--- config.mk ---
export PLATFORM = sky130hd
export DESIGN_NAME = des_round
export DESIGN_NICKNAME = d
export VERILOG_FILES = /design/src/rtl/des_pkg.sv /design/src/rtl/des_round.sv
export SDC_FILE = /design/constraint.sdc
export NUM_CORES = 1
export LEC_CHECK = 0
export ABC_AREA = 1
export BUFFER_PORTS_ARGS = -buffer_cell sky130_fd_sc_hd__buf_4
export CAP_MARGIN = 20
export CORE_MARGIN = 4
export CORE_UTILIZATION = 49
export DETAILED_ROUTE_END_ITERATION = 6
export PLACE_DENSITY = 0.9
export SKIP_LAST_GASP = 1
export SYNTH_ARGS = -nofsm -noshare
export SYNTH_HDL_FRONTEND = slang
export SYNTH_SLANG_ARGS = --single-unit
export TNS_END_PERCENT = 50
--- constraint.sdc ---
create_clock -name vclk -period 3.7
set_input_delay 0.74 -clock vclk [all_inputs]
set_output_delay 0.74 -clock vclk [all_outputs]
set_load 0.03 [all_outputs]
--- src/rtl/des_pkg.sv ---
// des_pkg: tables, permutation functions and shared types for the des block cipher
// depends on nothing; used by des_round, des_stage and des_block_cipher
package des_pkg;

  localparam int unsigned NumRounds = 16;

  // pipeline stage payload
  typedef struct packed {
    logic        dec;
    logic [31:0] l;
    logic [31:0] r;
    logic [27:0] c;
    logic [27:0] d;
  } des_state_t;

  // s-box lookup, rows of 16 packed as 4-bit values
  function automatic logic [3:0] sbox(input logic [2:0] n, input logic [5:0] v);
    logic [1:0] row;
    logic [3:0] col;
    logic [63:0] line;
    row = {v[5], v[0]};
    col = v[4:1];
    line = 64'h0;
    unique case ({n, row})
      5'd0:  line = 64'he4d12fb83a6c5907;
      5'd1:  line = 64'h0f74e2d1a6cb9538;
      5'd2:  line = 64'h41e8d62bfc973a50;
      5'd3:  line = 64'hfc8249175b3ea06d;
      5'd4:  line = 64'hf18e6b34972dc05a;
      5'd5:  line = 64'h3d47f28ec01a69b5;
      5'd6:  line = 64'h0e7ba4d158c6932f;
      5'd7:  line = 64'hd8a13f42b67c05e9;
      5'd8:  line = 64'ha09e63f51dc7b428;
      5'd9:  line = 64'hd709346a285ecbf1;
      5'd10: line = 64'hd6498f30b12c5ae7;
      5'd11: line = 64'h1ad069874fe3b52c;
      5'd12: line = 64'h7de3069a1285bc4f;
      5'd13: line = 64'hd8b56f03472c1ae9;
      5'd14: line = 64'ha690cb7df13e5284;
      5'd15: line = 64'h3f06a1d8945bc72e;
      5'd16: line = 64'h2c417ab6853fd0e9;
      5'd17: line = 64'heb2c47d150fa3986;
      5'd18: line = 64'h421bad78f9c5630e;
      5'd19: line = 64'hb8c71e2d6f09a453;
      5'd20: line = 64'hc1af92680d34e75b;
      5'd21: line = 64'haf427c9561de0b38;
      5'd22: line = 64'h9ef528c3704a1db6;
      5'd23: line = 64'h432c95fabe17608d;
      5'd24: line = 64'h4b2ef08d3c975a61;
      5'd25: line = 64'hd0b7491ae35c2f86;
      5'd26: line = 64'h14bdc37eaf680592;
      5'd27: line = 64'h6bd814a7950fe23c;
      5'd28: line = 64'hd2846fb1a93e50c7;
      5'd29: line = 64'h1fd8a374c56b0e92;
      5'd30: line = 64'h7b419ce206adf358;
      5'd31: line = 64'h21e74a8dfc90356b;
      default: line = 64'h0;
    endcase
    return line[(15 - col) * 4 +: 4];
  endfunction

  // des bit numbering: bit k (1 = msb) of a w-bit word is index w-k
  function automatic logic [63:0] perm_ip(input logic [63:0] v);
    logic [63:0] r;
    byte unsigned t [64];
    t = '{58,50,42,34,26,18,10,2, 60,52,44,36,28,20,12,4,
          62,54,46,38,30,22,14,6, 64,56,48,40,32,24,16,8,
          57,49,41,33,25,17,9,1,  59,51,43,35,27,19,11,3,
          61,53,45,37,29,21,13,5, 63,55,47,39,31,23,15,7};
    for (int i = 0; i < 64; i++) r[63 - i] = v[64 - t[i]];
    return r;
  endfunction

  function automatic logic [63:0] perm_fp(input logic [63:0] v);
    logic [63:0] r;
    byte unsigned t [64];
    t = '{40,8,48,16,56,24,64,32, 39,7,47,15,55,23,63,31,
          38,6,46,14,54,22,62,30, 37,5,45,13,53,21,61,29,
          36,4,44,12,52,20,60,28, 35,3,43,11,51,19,59,27,
          34,2,42,10,50,18,58,26, 33,1,41,9,49,17,57,25};
    for (int i = 0; i < 64; i++) r[63 - i] = v[64 - t[i]];
    return r;
  endfunction

  function automatic logic [47:0] perm_e(input logic [31:0] v);
    logic [47:0] r;
    byte unsigned t [48];
    t = '{32,1,2,3,4,5, 4,5,6,7,8,9, 8,9,10,11,12,13, 12,13,14,15,16,17,
          16,17,18,19,20,21, 20,21,22,23,24,25, 24,25,26,27,28,29, 28,29,30,31,32,1};
    for (int i = 0; i < 48; i++) r[47 - i] = v[32 - t[i]];
    return r;
  endfunction

  function automatic logic [31:0] perm_p(input logic [31:0] v);
    logic [31:0] r;
    byte unsigned t [32];
    t = '{16,7,20,21,29,12,28,17, 1,15,23,26,5,18,31,10,
          2,8,24,14,32,27,3,9,    19,13,30,6,22,11,4,25};
    for (int i = 0; i < 32; i++) r[31 - i] = v[32 - t[i]];
    return r;
  endfunction

  function automatic logic [55:0] perm_pc1(input logic [63:0] v);
    logic [55:0] r;
    byte unsigned t [56];
    t = '{57,49,41,33,25,17,9,  1,58,50,42,34,26,18,
          10,2,59,51,43,35,27,  19,11,3,60,52,44,36,
          63,55,47,39,31,23,15, 7,62,54,46,38,30,22,
          14,6,61,53,45,37,29,  21,13,5,28,20,12,4};
    for (int i = 0; i < 56; i++) r[55 - i] = v[64 - t[i]];
    return r;
  endfunction

  function automatic logic [47:0] perm_pc2(input logic [55:0] v);
    logic [47:0] r;
    byte unsigned t [48];
    t = '{14,17,11,24,1,5,  3,28,15,6,21,10,  23,19,12,4,26,8,  16,7,27,20,13,2,
          41,52,31,37,47,55, 30,40,51,45,33,48, 44,49,39,56,34,53, 46,42,50,36,29,32};
    for (int i = 0; i < 48; i++) r[47 - i] = v[56 - t[i]];
    return r;
  endfunction

  // shift of round k (0..15): one bit in rounds 0, 1, 8, 15, else two
  function automatic logic single_shift(input int unsigned k);
    return (k == 0) || (k == 1) || (k == 8) || (k == 15);
  endfunction

endpackage

--- src/rtl/des_round.sv ---
// des_round: one feistel round with its on-the-fly key schedule step
// depends on des_pkg
module des_round #(
  parameter int unsigned RoundIdx = 0
) (
  input  des_pkg::des_state_t st_i,
  output des_pkg::des_state_t st_o
);

  logic        one;
  logic        one_back;
  logic [27:0] c_n;
  logic [27:0] d_n;
  logic [47:0] k;
  logic [47:0] x;
  logic [31:0] s;

  // encrypt rotates left before use; decrypt uses then rotates right
  assign one      = des_pkg::single_shift(RoundIdx);
  assign one_back = des_pkg::single_shift(15 - RoundIdx);
  always_comb begin
    if (!st_i.dec) begin
      c_n = one ? {st_i.c[26:0], st_i.c[27]} : {st_i.c[25:0], st_i.c[27:26]};
      d_n = one ? {st_i.d[26:0], st_i.d[27]} : {st_i.d[25:0], st_i.d[27:26]};
      k   = des_pkg::perm_pc2({c_n, d_n});
    end else begin
      k   = des_pkg::perm_pc2({st_i.c, st_i.d});
      // decrypt round i uses key 15-i, then undoes that key's rotation
      c_n = one_back ? {st_i.c[0], st_i.c[27:1]} : {st_i.c[1:0], st_i.c[27:2]};
      d_n = one_back ? {st_i.d[0], st_i.d[27:1]} : {st_i.d[1:0], st_i.d[27:2]};
    end
  end

  // round function
  assign x = des_pkg::perm_e(st_i.r) ^ k;
  always_comb begin
    for (int i = 0; i < 8; i++) begin
      s[31 - 4 * i -: 4] = des_pkg::sbox(3'(i), x[47 - 6 * i -: 6]);
    end
  end

  assign st_o.dec = st_i.dec;
  assign st_o.l   = st_i.r;
  assign st_o.r   = st_i.l ^ des_pkg::perm_p(s);
  assign st_o.c   = c_n;
  assign st_o.d   = d_n;

endmodule

Word-level counts from Yosys, hierarchy flattened
Cells that the tools add are included.

word-level totals
  memory bits (writable) = 0
  bits in latches = 0
  memories kept = 0
  output and inout port bits = 121
  word-level logic and storage cells = 61
  memory bits (read-only) = 0
  register bits = 0
  input bits = 121

cells by class
  multipliers = 0
  add/sub/neg operators = 8
  multiplexer cells = 11
  order comparisons = 0
  eq/ne operators = 24
  divide/modulo/power cells = 0
  bitwise logic cells = 2
  shift-type cells = 8
  reductions and logical operators = 8

operators with widths
  operator                                                                number
  64-bit one-hot mux with 4 select lines                                  8
  64-bit by 33-bit variable part select with 4-bit output                 8
  28-bit 2-to-1 mux                                                       2
  48-bit 2-to-1 mux                                                       1
  48-bit XOR                                                              1
  4-bit by 4-bit subtractor with 5-bit output (first input constant)      8
  2-bit equality test (second input constant)                             16
  32-bit XOR                                                              1
  2-bit by 1-bit equality test with 1-bit output (second input constant)  8
  2-bit zero test                                                         8

Depth between registers and ports, before layout
  depth in word-level cells = 6
  depth in mapped cells = 20
  depth with buffers taken out = 19

Worst setup path after synthesis
Ideal clock, no wire load.

  path kind = input port to output port
  start = in st_i[120] (netlist name)
  end = out st_o[62] (netlist name)
  slack = -60 ps
  path buffers = 3
  required time = 2960 ps
  stages on the path = 16
  arrival = 3020 ps
  path through = buf_4 -> buf_6 -> buf_4 -> o21ai_0 -> xor2_1 -> inv_1 -> ha_1 -> o21ai_0 -> inv_1 -> nand2_1 -> nand3_1 -> nand3_1 -> nand3_1 -> nand2_1 -> nand2_1 -> nand2_1

RTL lines
  what                line            RTL
  start: declaration  des_round.sv:6  input des_pkg::des_state_t st_i,
  end: declaration    des_round.sv:7  output des_pkg::des_state_t st_o

==> results by group <==
Worst setup path
  • Crit path capture type: output port
  • Crit path DAT: around 2800 ps
  • Worst-path maximum fanout: 12
  • Req. time, crit path: just under 3000 ps
  • Setup Crit Path Kind: input port to output port
  • Type of origin of the critical path: input port

Floorplan
  • Die height: around 130 microns
  • Num rows: 44
  • Initial Utilization: 0.502
  • Die Wd: 130 microns
  • Core Area: approximately 15000 sq um
  • Die ar.: 17000 sq um
  • # IOs: 242

Power
  • Sequential power share: 0
  • Sw Ratio: 0.636
  • Lkg Pwr: about 5.8 nW
  • Pint: ~0.91 mW
  • Total design power: between 2 and 3 mW
  • P_sw: 1.59 mW
  • P per Cell Area: approximately 260 nW/um^2
  • Clock share of power: 0
  • Maximum VDD drop: 0.179 mV
  • Comb power frac: 1.000

Outcome
  • Status: finished clean

STA
  • Slew @ Worst Pin: roughly 750 ps
  • Max Slew Vio Count: 0
  • Tmin final: roughly 3500 ps
  • Final setup violation count: 0
  • Relative slew slack: 0.499
  • Final hold violations: 0
  • RSZ-0062 raised after global routing: yes
  • Setup tns final: 0 ps
  • Max Clock Freq: 0.284 GHz
  • Final period util: 0.951

Final layout
  • Flip-flop and latch count: 0
  • Most frequent cells in the layout: nand2_1 (700), nand3_1 (321), buf_4 (299), inv_1 (114), ha_1 (40)
  • Final net count: between 1500 and 2000
  • Area growth, synth to finish: 31.2%
  • Non-Filler Instances: around 1900
  • Register area: 0 sq um
  • Clock Buffer Count: 0
  • Number of fill cells in the layout: about 1400
  • Post-route cell area: slightly below 10000 sq um
  • Ant diodes: 0
  • Layout cells sized above 1: 0.238
  • Most common cell after layout, fill and taps aside: nand2_1

Min path
  • Hold_sp: st_i[71]
  • Min-Delay Endpoint: st_o[103]
  • Hold Crit Class: input port to output port
  • Hold Path Depth: 2

Yosys
  • Mapped Area: about 7300 sq um
  • Syn. warnings: 0
  • Post-synthesis sequential area ratio: 0
  • Synth top area share: 0.363
  • Top post-synthesis cells by area: nand2_1 (36%), nand3_1 (22%), ha_1 (8.0%), inv_1 (6.1%), buf_4 (4.6%)
  • Syn nets: between 1500 and 2000
  • Post-synthesis instance total: 1493
  • Area leader, netlist: nand2_1
  • Syn avg cell area: ~4.9 sq um
  • Library cells used by synthesis: 26

Placed design
  • GPL Wtd Cong: approximately 1.0
  • Dpl cells: 1902
  • Number of port buffers: 242
  • Detailed Place HPWL: between 20000 and 25000 microns
  • Placed inst area: about 9300 sq um

Global routing
  • First-pass GRT wire length: 43000 microns
  • Routing usage on met3: 0.0233
  • GR peak layer: met2
  • Grt total ovfl: 0
  • Largest net degree at the start of global routing: 44
  • Grt met2 use: 0.533
  • Met1 GRT Util: 0.393
  • Total GRT Usage: 0.300
  • Antenna violations before repair: 0
  • Vias in the first global route: slightly above 9000

Routing
  • DR vias: ~11000
  • Via density: 5.59
  • Routed len/inst: 14.8 microns
  • Final ANT Viol Nets: 0
  • Post-Route WL: about 28000 microns
  • Drt drc: 0
  • TritonRoute pass-1 iters: 5
  • Initial DRC count: about 1100

Clock network
  • Hold bufs inserted after CTS: 0

Flow run
  • Max cap viols: 0
-- cell families (layout without fill, tap and decap cells) --
family | after synthesis | count (layout) | synth area share
fa+ha+maj | 47 | 47 | 0.0803
simple gates | 1115 | 1115 | 0.650
buf+inv | 210 | 441 | 0.142
compound gates | 91 | 91 | 0.0709
xor+xnor | 30 | 30 | 0.0569
-- cells in the mapped netlist --
library cell and count:
ha_1 47, xor2_1 11, buf_6 8, o211ai_1 10, xor2_4 3, nand4_1 3
inv_1 118, o21ai_2 7, nand2_1 708, nor2_1 29, xor2_2 7, buf_4 45
nand3_1 323, o21ai_4 1, buf_2 18, a21oi_1 11, nand2_2 25, or2_2 4
o21ai_0 41, a31oi_1 1, nand3b_1 23, clkbuf_1 5, o21ai_1 20, xnor2_2 6
inv_2 16, xnor2_1 3
-- how the worst max path moves through the flow --
stage / startpoint / endpoint / slack [ps] / cells after the start
floorplan: st_i[120] / st_o[68] / 10 / 13
global placement: st_i[120] / st_o[60] / 30 / 21
detailed placement: st_i[120] / st_o[60] / -20 / 21
CTS: st_i[120] / st_o[69] / -2 / 21
global route: st_i[120] / st_o[69] / -10 / 21
finish: st_i[120] / st_o[70] / 180 / 20
-- through the flow --
step	utilization	hold slack, ps	worst slack (ps)
floorplan	-	1610	14.0
global placement	0.638	1710	29.2
global route	0.658	1710	-12.7
finish	0.658	1710	180
detailed placement	0.638	1710	-16.2
CTS	0.638	1710	-2.10
-- metal layers --
layer | wire [microns] | part of all wire
met1 | 11200 | 0.40
met2 | 13400 | 0.48
met4 | 721 | 0.026
met3 | 2820 | 0.10
met5 | 0 | 0
-- power groups by stage --
stage / sequential [mW] / clock [mW] / combinational, mW
floorplan: 0 / 0 / 1.68
global placement: 0 / 0 / 2.41
detailed placement: 0 / 0 / 2.41
CTS: 0 / 0 / 2.42
global route: 0 / 0 / 2.76
finish: 0 / 0 / 2.51
-- critical path, cell delays in order --
cell	delay, ps
buf_12	140
inv_6	90
buf_12	150
nand2_1	90
nand2_1	60
nand2_1	60
nand2_2	90
buf_4	140
ha_2	220
inv_2	70
buf_4	150
nand3_1	130
nand2_1	80
nand2_1	60
nand3_1	60
nand2_1	110
nand2_1	50
nand2_1	50
nand2_1	60
buf_4	170
-- what timing repair did --
item	CTS	global route
setup endpoints to repair	2	32
buffers inserted	0	2
resized for setup	1	42
pin swaps	0	3
cloned	0	4
-- layout make-up --
cell class,count,area (sq um),share of cell area
Inverter,134,508,0.0529
Multi-Input combinational cell,1283,6440,0.671
Tap cell,184,230,0.0240
Timing Repair Buffer,307,2420,0.252
Note: power is estimated with default switching activity, not from simulation.
