[config.mk]
export PLATFORM = sky130hd
export DESIGN_NAME = des_stage
export DESIGN_NICKNAME = d
export VERILOG_FILES = /design/src/rtl/des_pkg.sv /design/src/rtl/des_stage.sv
export SDC_FILE = /design/constraint.sdc
export NUM_CORES = 1
export LEC_CHECK = 0
export ABC_CLOCK_PERIOD_IN_PS = 800
export BUFFER_PORTS_ARGS = -buffer_cell sky130_fd_sc_hd__buf_2
export CAP_MARGIN = 20
export CORE_ASPECT_RATIO = 0.75
export CORE_UTILIZATION = 34
export DETAILED_ROUTE_END_ITERATION = 10
export GPL_ROUTABILITY_DRIVEN = 0
export GPL_TIMING_DRIVEN = 0
export PLACE_DENSITY = 0.74
export SYNTH_ARGS = -nofsm -noshare
export SYNTH_HDL_FRONTEND = slang
export SYNTH_SLANG_ARGS = --single-unit
export TNS_END_PERCENT = 10
[constraint.sdc]
create_clock -name clk -period 0.8 [get_ports clk]
set_clock_uncertainty 0.1 [all_clocks]
set_input_delay 0.12 -clock clk [delete_from_list [all_inputs] [get_ports clk]]
set_output_delay 0.12 -clock clk [all_outputs]
set_load 0.05 [all_outputs]
[src/rtl/des_pkg.sv]
// des_pkg: tables, permutation functions and shared types for the des block cipher
// depends on nothing; used by des_round, des_stage and des_block_cipher
package des_pkg;

  localparam int unsigned NumRounds = 16;

  // pipeline stage payload
  typedef struct packed {
    logic        dec;
    logic [31:0] l;
    logic [31:0] r;
    logic [27:0] c;
    logic [27:0] d;
  } des_state_t;

  // s-box lookup, rows of 16 packed as 4-bit values
  function automatic logic [3:0] sbox(input logic [2:0] n, input logic [5:0] v);
    logic [1:0] row;
    logic [3:0] col;
    logic [63:0] line;
    row = {v[5], v[0]};
    col = v[4:1];
    line = 64'h0;
    unique case ({n, row})
      5'd0:  line = 64'he4d12fb83a6c5907;
      5'd1:  line = 64'h0f74e2d1a6cb9538;
      5'd2:  line = 64'h41e8d62bfc973a50;
      5'd3:  line = 64'hfc8249175b3ea06d;
      5'd4:  line = 64'hf18e6b34972dc05a;
      5'd5:  line = 64'h3d47f28ec01a69b5;
      5'd6:  line = 64'h0e7ba4d158c6932f;
      5'd7:  line = 64'hd8a13f42b67c05e9;
      5'd8:  line = 64'ha09e63f51dc7b428;
      5'd9:  line = 64'hd709346a285ecbf1;
      5'd10: line = 64'hd6498f30b12c5ae7;
      5'd11: line = 64'h1ad069874fe3b52c;
      5'd12: line = 64'h7de3069a1285bc4f;
      5'd13: line = 64'hd8b56f03472c1ae9;
      5'd14: line = 64'ha690cb7df13e5284;
      5'd15: line = 64'h3f06a1d8945bc72e;
      5'd16: line = 64'h2c417ab6853fd0e9;
      5'd17: line = 64'heb2c47d150fa3986;
      5'd18: line = 64'h421bad78f9c5630e;
      5'd19: line = 64'hb8c71e2d6f09a453;
      5'd20: line = 64'hc1af92680d34e75b;
      5'd21: line = 64'haf427c9561de0b38;
      5'd22: line = 64'h9ef528c3704a1db6;
      5'd23: line = 64'h432c95fabe17608d;
      5'd24: line = 64'h4b2ef08d3c975a61;
      5'd25: line = 64'hd0b7491ae35c2f86;
      5'd26: line = 64'h14bdc37eaf680592;
      5'd27: line = 64'h6bd814a7950fe23c;
      5'd28: line = 64'hd2846fb1a93e50c7;
      5'd29: line = 64'h1fd8a374c56b0e92;
      5'd30: line = 64'h7b419ce206adf358;
      5'd31: line = 64'h21e74a8dfc90356b;
      default: line = 64'h0;
    endcase
    return line[(15 - col) * 4 +: 4];
  endfunction

  // des bit numbering: bit k (1 = msb) of a w-bit word is index w-k
  function automatic logic [63:0] perm_ip(input logic [63:0] v);
    logic [63:0] r;
    byte unsigned t [64];
    t = '{58,50,42,34,26,18,10,2, 60,52,44,36,28,20,12,4,
          62,54,46,38,30,22,14,6, 64,56,48,40,32,24,16,8,
          57,49,41,33,25,17,9,1,  59,51,43,35,27,19,11,3,
          61,53,45,37,29,21,13,5, 63,55,47,39,31,23,15,7};
    for (int i = 0; i < 64; i++) r[63 - i] = v[64 - t[i]];
    return r;
  endfunction

  function automatic logic [63:0] perm_fp(input logic [63:0] v);
    logic [63:0] r;
    byte unsigned t [64];
    t = '{40,8,48,16,56,24,64,32, 39,7,47,15,55,23,63,31,
          38,6,46,14,54,22,62,30, 37,5,45,13,53,21,61,29,
          36,4,44,12,52,20,60,28, 35,3,43,11,51,19,59,27,
          34,2,42,10,50,18,58,26, 33,1,41,9,49,17,57,25};
    for (int i = 0; i < 64; i++) r[63 - i] = v[64 - t[i]];
    return r;
  endfunction

  function automatic logic [47:0] perm_e(input logic [31:0] v);
    logic [47:0] r;
    byte unsigned t [48];
    t = '{32,1,2,3,4,5, 4,5,6,7,8,9, 8,9,10,11,12,13, 12,13,14,15,16,17,
          16,17,18,19,20,21, 20,21,22,23,24,25, 24,25,26,27,28,29, 28,29,30,31,32,1};
    for (int i = 0; i < 48; i++) r[47 - i] = v[32 - t[i]];
    return r;
  endfunction

  function automatic logic [31:0] perm_p(input logic [31:0] v);
    logic [31:0] r;
    byte unsigned t [32];
    t = '{16,7,20,21,29,12,28,17, 1,15,23,26,5,18,31,10,
          2,8,24,14,32,27,3,9,    19,13,30,6,22,11,4,25};
    for (int i = 0; i < 32; i++) r[31 - i] = v[32 - t[i]];
    return r;
  endfunction

  function automatic logic [55:0] perm_pc1(input logic [63:0] v);
    logic [55:0] r;
    byte unsigned t [56];
    t = '{57,49,41,33,25,17,9,  1,58,50,42,34,26,18,
          10,2,59,51,43,35,27,  19,11,3,60,52,44,36,
          63,55,47,39,31,23,15, 7,62,54,46,38,30,22,
          14,6,61,53,45,37,29,  21,13,5,28,20,12,4};
    for (int i = 0; i < 56; i++) r[55 - i] = v[64 - t[i]];
    return r;
  endfunction

  function automatic logic [47:0] perm_pc2(input logic [55:0] v);
    logic [47:0] r;
    byte unsigned t [48];
    t = '{14,17,11,24,1,5,  3,28,15,6,21,10,  23,19,12,4,26,8,  16,7,27,20,13,2,
          41,52,31,37,47,55, 30,40,51,45,33,48, 44,49,39,56,34,53, 46,42,50,36,29,32};
    for (int i = 0; i < 48; i++) r[47 - i] = v[56 - t[i]];
    return r;
  endfunction

  // shift of round k (0..15): one bit in rounds 0, 1, 8, 15, else two
  function automatic logic single_shift(input int unsigned k);
    return (k == 0) || (k == 1) || (k == 8) || (k == 15);
  endfunction

endpackage

[src/rtl/des_stage.sv]
// des_stage: register stage holding one in-flight block, with stall support
// depends on des_pkg
module des_stage (
  input  logic                clk,
  input  logic                rst_n,
  input  logic                en,
  input  logic                valid_i,
  input  des_pkg::des_state_t st_i,
  output logic                valid_o,
  output des_pkg::des_state_t st_o
);

  logic                valid_r;
  des_pkg::des_state_t st_r;

  // valid bit
  always_ff @(posedge clk) begin
    if (!rst_n) begin
      valid_r <= 1'b0;
    end else if (en) begin
      valid_r <= valid_i;
    end
  end

  // payload
  always_ff @(posedge clk) begin
    if (en) begin
      st_r <= st_i;
    end
  end

  assign valid_o = valid_r;
  assign st_o    = st_r;

endmodule

==> metrics.md, run 1 <==
| Metric | Value |
|---|---|
| CTS Buf Count | `17` |
| Seq/Total Area, Yosys | `0.996` |
| Avg Inst Size Synth | `29.6 sq um` |
| Status | `stopped before the end` |
| Synth Instances | `124` |
| Die Span Y | `92.0 microns` |
| Cell variety after synth | `4` |
| Port Buffers | `around 250` |
| Clock Tree Root | `clkbuf_16` |
| Top Ports | `approximately 250` |
| Post_cts resized | `249` |
| Fail Step | `clock tree synthesis` |
| Synth Warn # | `0` |
| Error msg | `[ERROR RSZ-0060] Max buffer count reached.` |
| Clock Sink Count | `122` |
| Setup Fix Bufs, Post-CTS | `0` |
| Yosys reg bits | `122` |
| Row count | `32` |
| H-tree depth | `4` |
| Post-Syn Area | `approximately 0.0037 sq mm` |
| Post-cts hold buffer count | `109` |
| Die X | `122 microns` |
| Initial Util | `0.354` |
| Max Root-Sink Buffers | `2` |
| Mapped Nets | `249` |
[cell families after synthesis]
kind of cell	share of synthesized area
AND/OR/NAND/NOR	0.00171
flip-flops	0.996
multiplexers	0.00273
[metrics by stage]
step,setup WS (ps),area (sq um),cells
floorplan,-20.6,3670,124
global placement,-1760,5070,506
detailed placement,-789,5100,507
[cell usage after synthesis, drive strengths merged]
library cell	number	area, sq um
edfxtp	121	3630
dfxtp	1	20.0
mux2i	1	10.0
nor2b	1	6.26
==> inputs of run 2 (changes only) <==
==> config.mk (replaced) <==
export PLATFORM = sky130hd
export DESIGN_NAME = des_stage
export DESIGN_NICKNAME = d
export VERILOG_FILES = /design/src/rtl/des_pkg.sv /design/src/rtl/des_stage.sv
export SDC_FILE = /design/constraint.sdc
export NUM_CORES = 1
export LEC_CHECK = 0
export ABC_CLOCK_PERIOD_IN_PS = 1040
export BUFFER_PORTS_ARGS = -buffer_cell sky130_fd_sc_hd__buf_2
export CAP_MARGIN = 20
export CORE_UTILIZATION = 20
export DETAILED_ROUTE_END_ITERATION = 10
export GPL_ROUTABILITY_DRIVEN = 0
export GPL_TIMING_DRIVEN = 0
export PLACE_DENSITY_LB_ADDON = 0.15
export SYNTH_ARGS = -nofsm -noshare
export SYNTH_HDL_FRONTEND = slang
export SYNTH_SLANG_ARGS = --single-unit
export TNS_END_PERCENT = 10
==> constraint.sdc (replaced) <==
create_clock -name clk -period 1.04 [get_ports clk]
set_clock_uncertainty 0.1 [all_clocks]
set_input_delay 0.156 -clock clk [delete_from_list [all_inputs] [get_ports clk]]
set_output_delay 0.156 -clock clk [all_outputs]
set_load 0.05 [all_outputs]
==> run 2 against run 1 <==
  * The flow now finishes, with violations (negative hold slack, negative setup slack)
  * Area after synthesis did not move
  * Synthesized cell count did not move
==> metrics.md, run 2 <==
| Metric | Value |
|---|---|
| Synth Instances | `124 (unchanged)` |
| Seq/Total Area, Yosys | `0.996 (unchanged)` |
| Initial antenna violation count | `0` |
| Max Root-Sink Buffers | `2 (unchanged)` |
| Top Ports | `247 (unchanged)` |
| Slew Viols, Final | `0` |
| Port Buffers | `246 (unchanged)` |
| Final Setup Violations | `122` |
| Final Hold Vio Count | `17` |
| Setup Fix Bufs, Post-CTS | `0 (unchanged)` |
| Design Area, Final | `between 0.007 and 0.008 sq mm` |
| Vias in the first global route | `2,844` |
| Critical Path RT | `780 ps` |
| Max Clk Rate | `between 0.8 and 0.9 GHz` |
| Area delta synth->final | `115%` |
| Commonest cells after routing, fill and taps aside | `dlygate4sd3_1 (123), buf_2 (123), buf_6 (122)` |
| EDFF count, synth | `121 (unchanged)` |
| DRT antenna net count | `0` |
| Leakage power | `3.28 nW` |
| Dpl ws | `-371 ps (+418 ps)` |
| Clk_lat worst skew | `~400 ps` |
| VDD IR-drop max | `1.03 mV` |
| CTS Buf Count | `17 (unchanged)` |
| Worst-margin pin slew | `548 ps` |
| Row count | `49 (+53%)` |
| Vias | `2,735` |
| Die X | `137 microns (+13%)` |
| Avg Inst Size Synth | `29.6 sq um (unchanged)` |
| Total core area | `0.0180 sq mm` |
| Crit end category | `output pin` |
| Die Span Y | `137 microns (+49%)` |
| Failing checks | `negative hold slack, negative setup slack` |
| Clock Pin Slew Worst Setup and Hold Paths | `~60 ps` |
| Setup ws final | `-202 ps` |
| Overall Global Routing Usage | `0.104` |
| Routed wire length | `10,000 microns` |
| Finished Core Util | `0.439` |
| Synth top cells by count | `edfxtp_1 (121), dfxtp_1 (1), mux2i_1 (1), nor2b_1 (1)` |
| H-tree depth | `4 (unchanged)` |
| Top cell type's share of synthesized area | `0.990 (unchanged)` |
| Worst path buffer plus inverter count | `1` |
| Ys async rst share | `0 (unchanged)` |
| Largest cells by area after synthesis | `edfxtp_1 (99%), dfxtp_1 (0.55%), mux2i_1 (0.27%)` |
| CTS tree | `built` |
| Largest net degree at the start of global routing | `105` |
| Type of the tightest min-delay check | `input port to flop` |
| Max Cap Violations | `0` |
| CP max stage delay | `just over 400 ps` |
| Mapped Nets | `249 (unchanged)` |
| R2R Path Start | `valid_o` |
| RSZ-0062 raised after global routing | `true` |
| Area leader, netlist | `edfxtp_1` |
| Critical Path Source Type | `flop` |
| Largest register FFs | `121` |
| Crit-path cells | `buf_6` |
| CP Max Fanout | `1` |
| Status | `finished with violations` |
| Drt drc | `0` |
| Starting DRT DRC Count | `90` |
| Final net count | `~640` |
| Slowest CP cell | `edfxtp_1` |
| Initial Util | `0.204 (-0.150)` |
| Tmin final | `1240 ps` |
| Cell variety after synth | `4 (unchanged)` |
| Grt ovf | `0` |
| Routed WL per cell | `13.3 microns` |
| Hold Startpoint | `en` |
| CP Class | `flop to output pin` |
| Pre-antenna DRT Iters | `3` |
| Placed cell areas | `0.00522 sq mm (+2.3%)` |
| Top-count cell post-synth | `edfxtp_1` |
| Clock Sink Count | `122 (unchanged)` |
| Arr. time, crit path | `approximately 990 ps` |
| Clock Tree Root | `clkbuf_16` |
| Crit path from | `st_o[94]` |
| Post-cts hold buffer count | `123 (+13%)` |
| Fillcell total | `1,606` |
| Yosys reg bits | `122 (unchanged)` |
| Synth Warn # | `0 (unchanged)` |
| Diodes inserted | `0` |
| Period utilisation layout | `1.19` |
| DIE AREA | `0.0189 sq mm` |
| Top FF cell, synth | `edfxtp_1` |
| Routed vias/inst | `3.62` |
| PwrDens | `1970 mW/mm^2` |
| Fin Hold WS | `-8.71 ps` |
| Share of layout cells above drive strength 1 | `0.529` |
| Global-route wire length before repair | `14,400 microns` |
| Post-Syn Area | `0.00367 sq mm (unchanged)` |
| CP top delay family | `flip-flops` |
| Relative slew slack | `0.635` |
## run 2: cell counts after synthesis
No cell type changed its count.
## run 2: worst reg2reg max path: cells and delay by family (launching register included)
family           cells  cell delay, ps
AND/OR/NAND/NOR      1              60
flip-flops           1             320
multiplexers         1             130
## run 2: what timing repair did
item	CTS	global route
cloned	0	0
gates resized for setup	246	0
pin swaps	0	0
endpoints found under the setup margin	122	122
hold endpoints to repair	140	18
## run 2: path summary, 6_finish.rpt
path,end,slack (ps),depth (start not counted)
worst max-delay path,st_o[94],-200,1
worst min register to register,valid_o,430,2
worst max register to register,valid_o,320,2
worst min-delay path,st_o[97],-9,1
## run 2: layout make-up
class	count	area, sq um	share of cell area
clock inverter	15	246	0.0312
tap	229	287	0.0363
timing repair buffer	370	3260	0.413
sequential	122	3650	0.463
clock buffer	17	425	0.0539
multi-input combinational	2	16.3	0.00206
## run 2: cells by family (layout without fill, tap and decap cells)
| group | count (synthesis) | in the layout | synth area share |
|---|---|---|---|
| muxes | 1 | 1 | 0.00273 |
| and+or+nand+nor | 1 | 1 | 0.00171 |
| DFF | 122 | 122 | 0.996 |
| buffers and inverters | 0 | 402 | 0 |
## run 2: metal layers
layer / vias to the layer above / global-route usage / routed length [microns]
met5: - / 0 / 0
met4: 0 / 0.0586 / 193
met3: 10 / 0.0427 / 783
met2: 129 / 0.174 / 5200
met1: 1304 / 0.112 / 3830
li1: 1292 / - / -
## run 2: power by group
part	internal, mW	switching [mW]
logic	1.17	1.71
clock network	4.50	2.16
registers	5.85	0.180
total	11.5	4.05
## run 2: metrics by stage
step	instances	power, mW	setup TNS (ps)	hold WS, ps
final	755	15.6	-20620	-8.71
after global routing	755	16.2	-26770	-34.0
after CTS	755	15.8	-24590	-37.0
after detailed placement	600	8.12	-30590	234
after global placement	599	8.11	-202410	233
after floorplan	124	7.41	0	155
No activity file was read; power rests on OpenSTA's default activity.
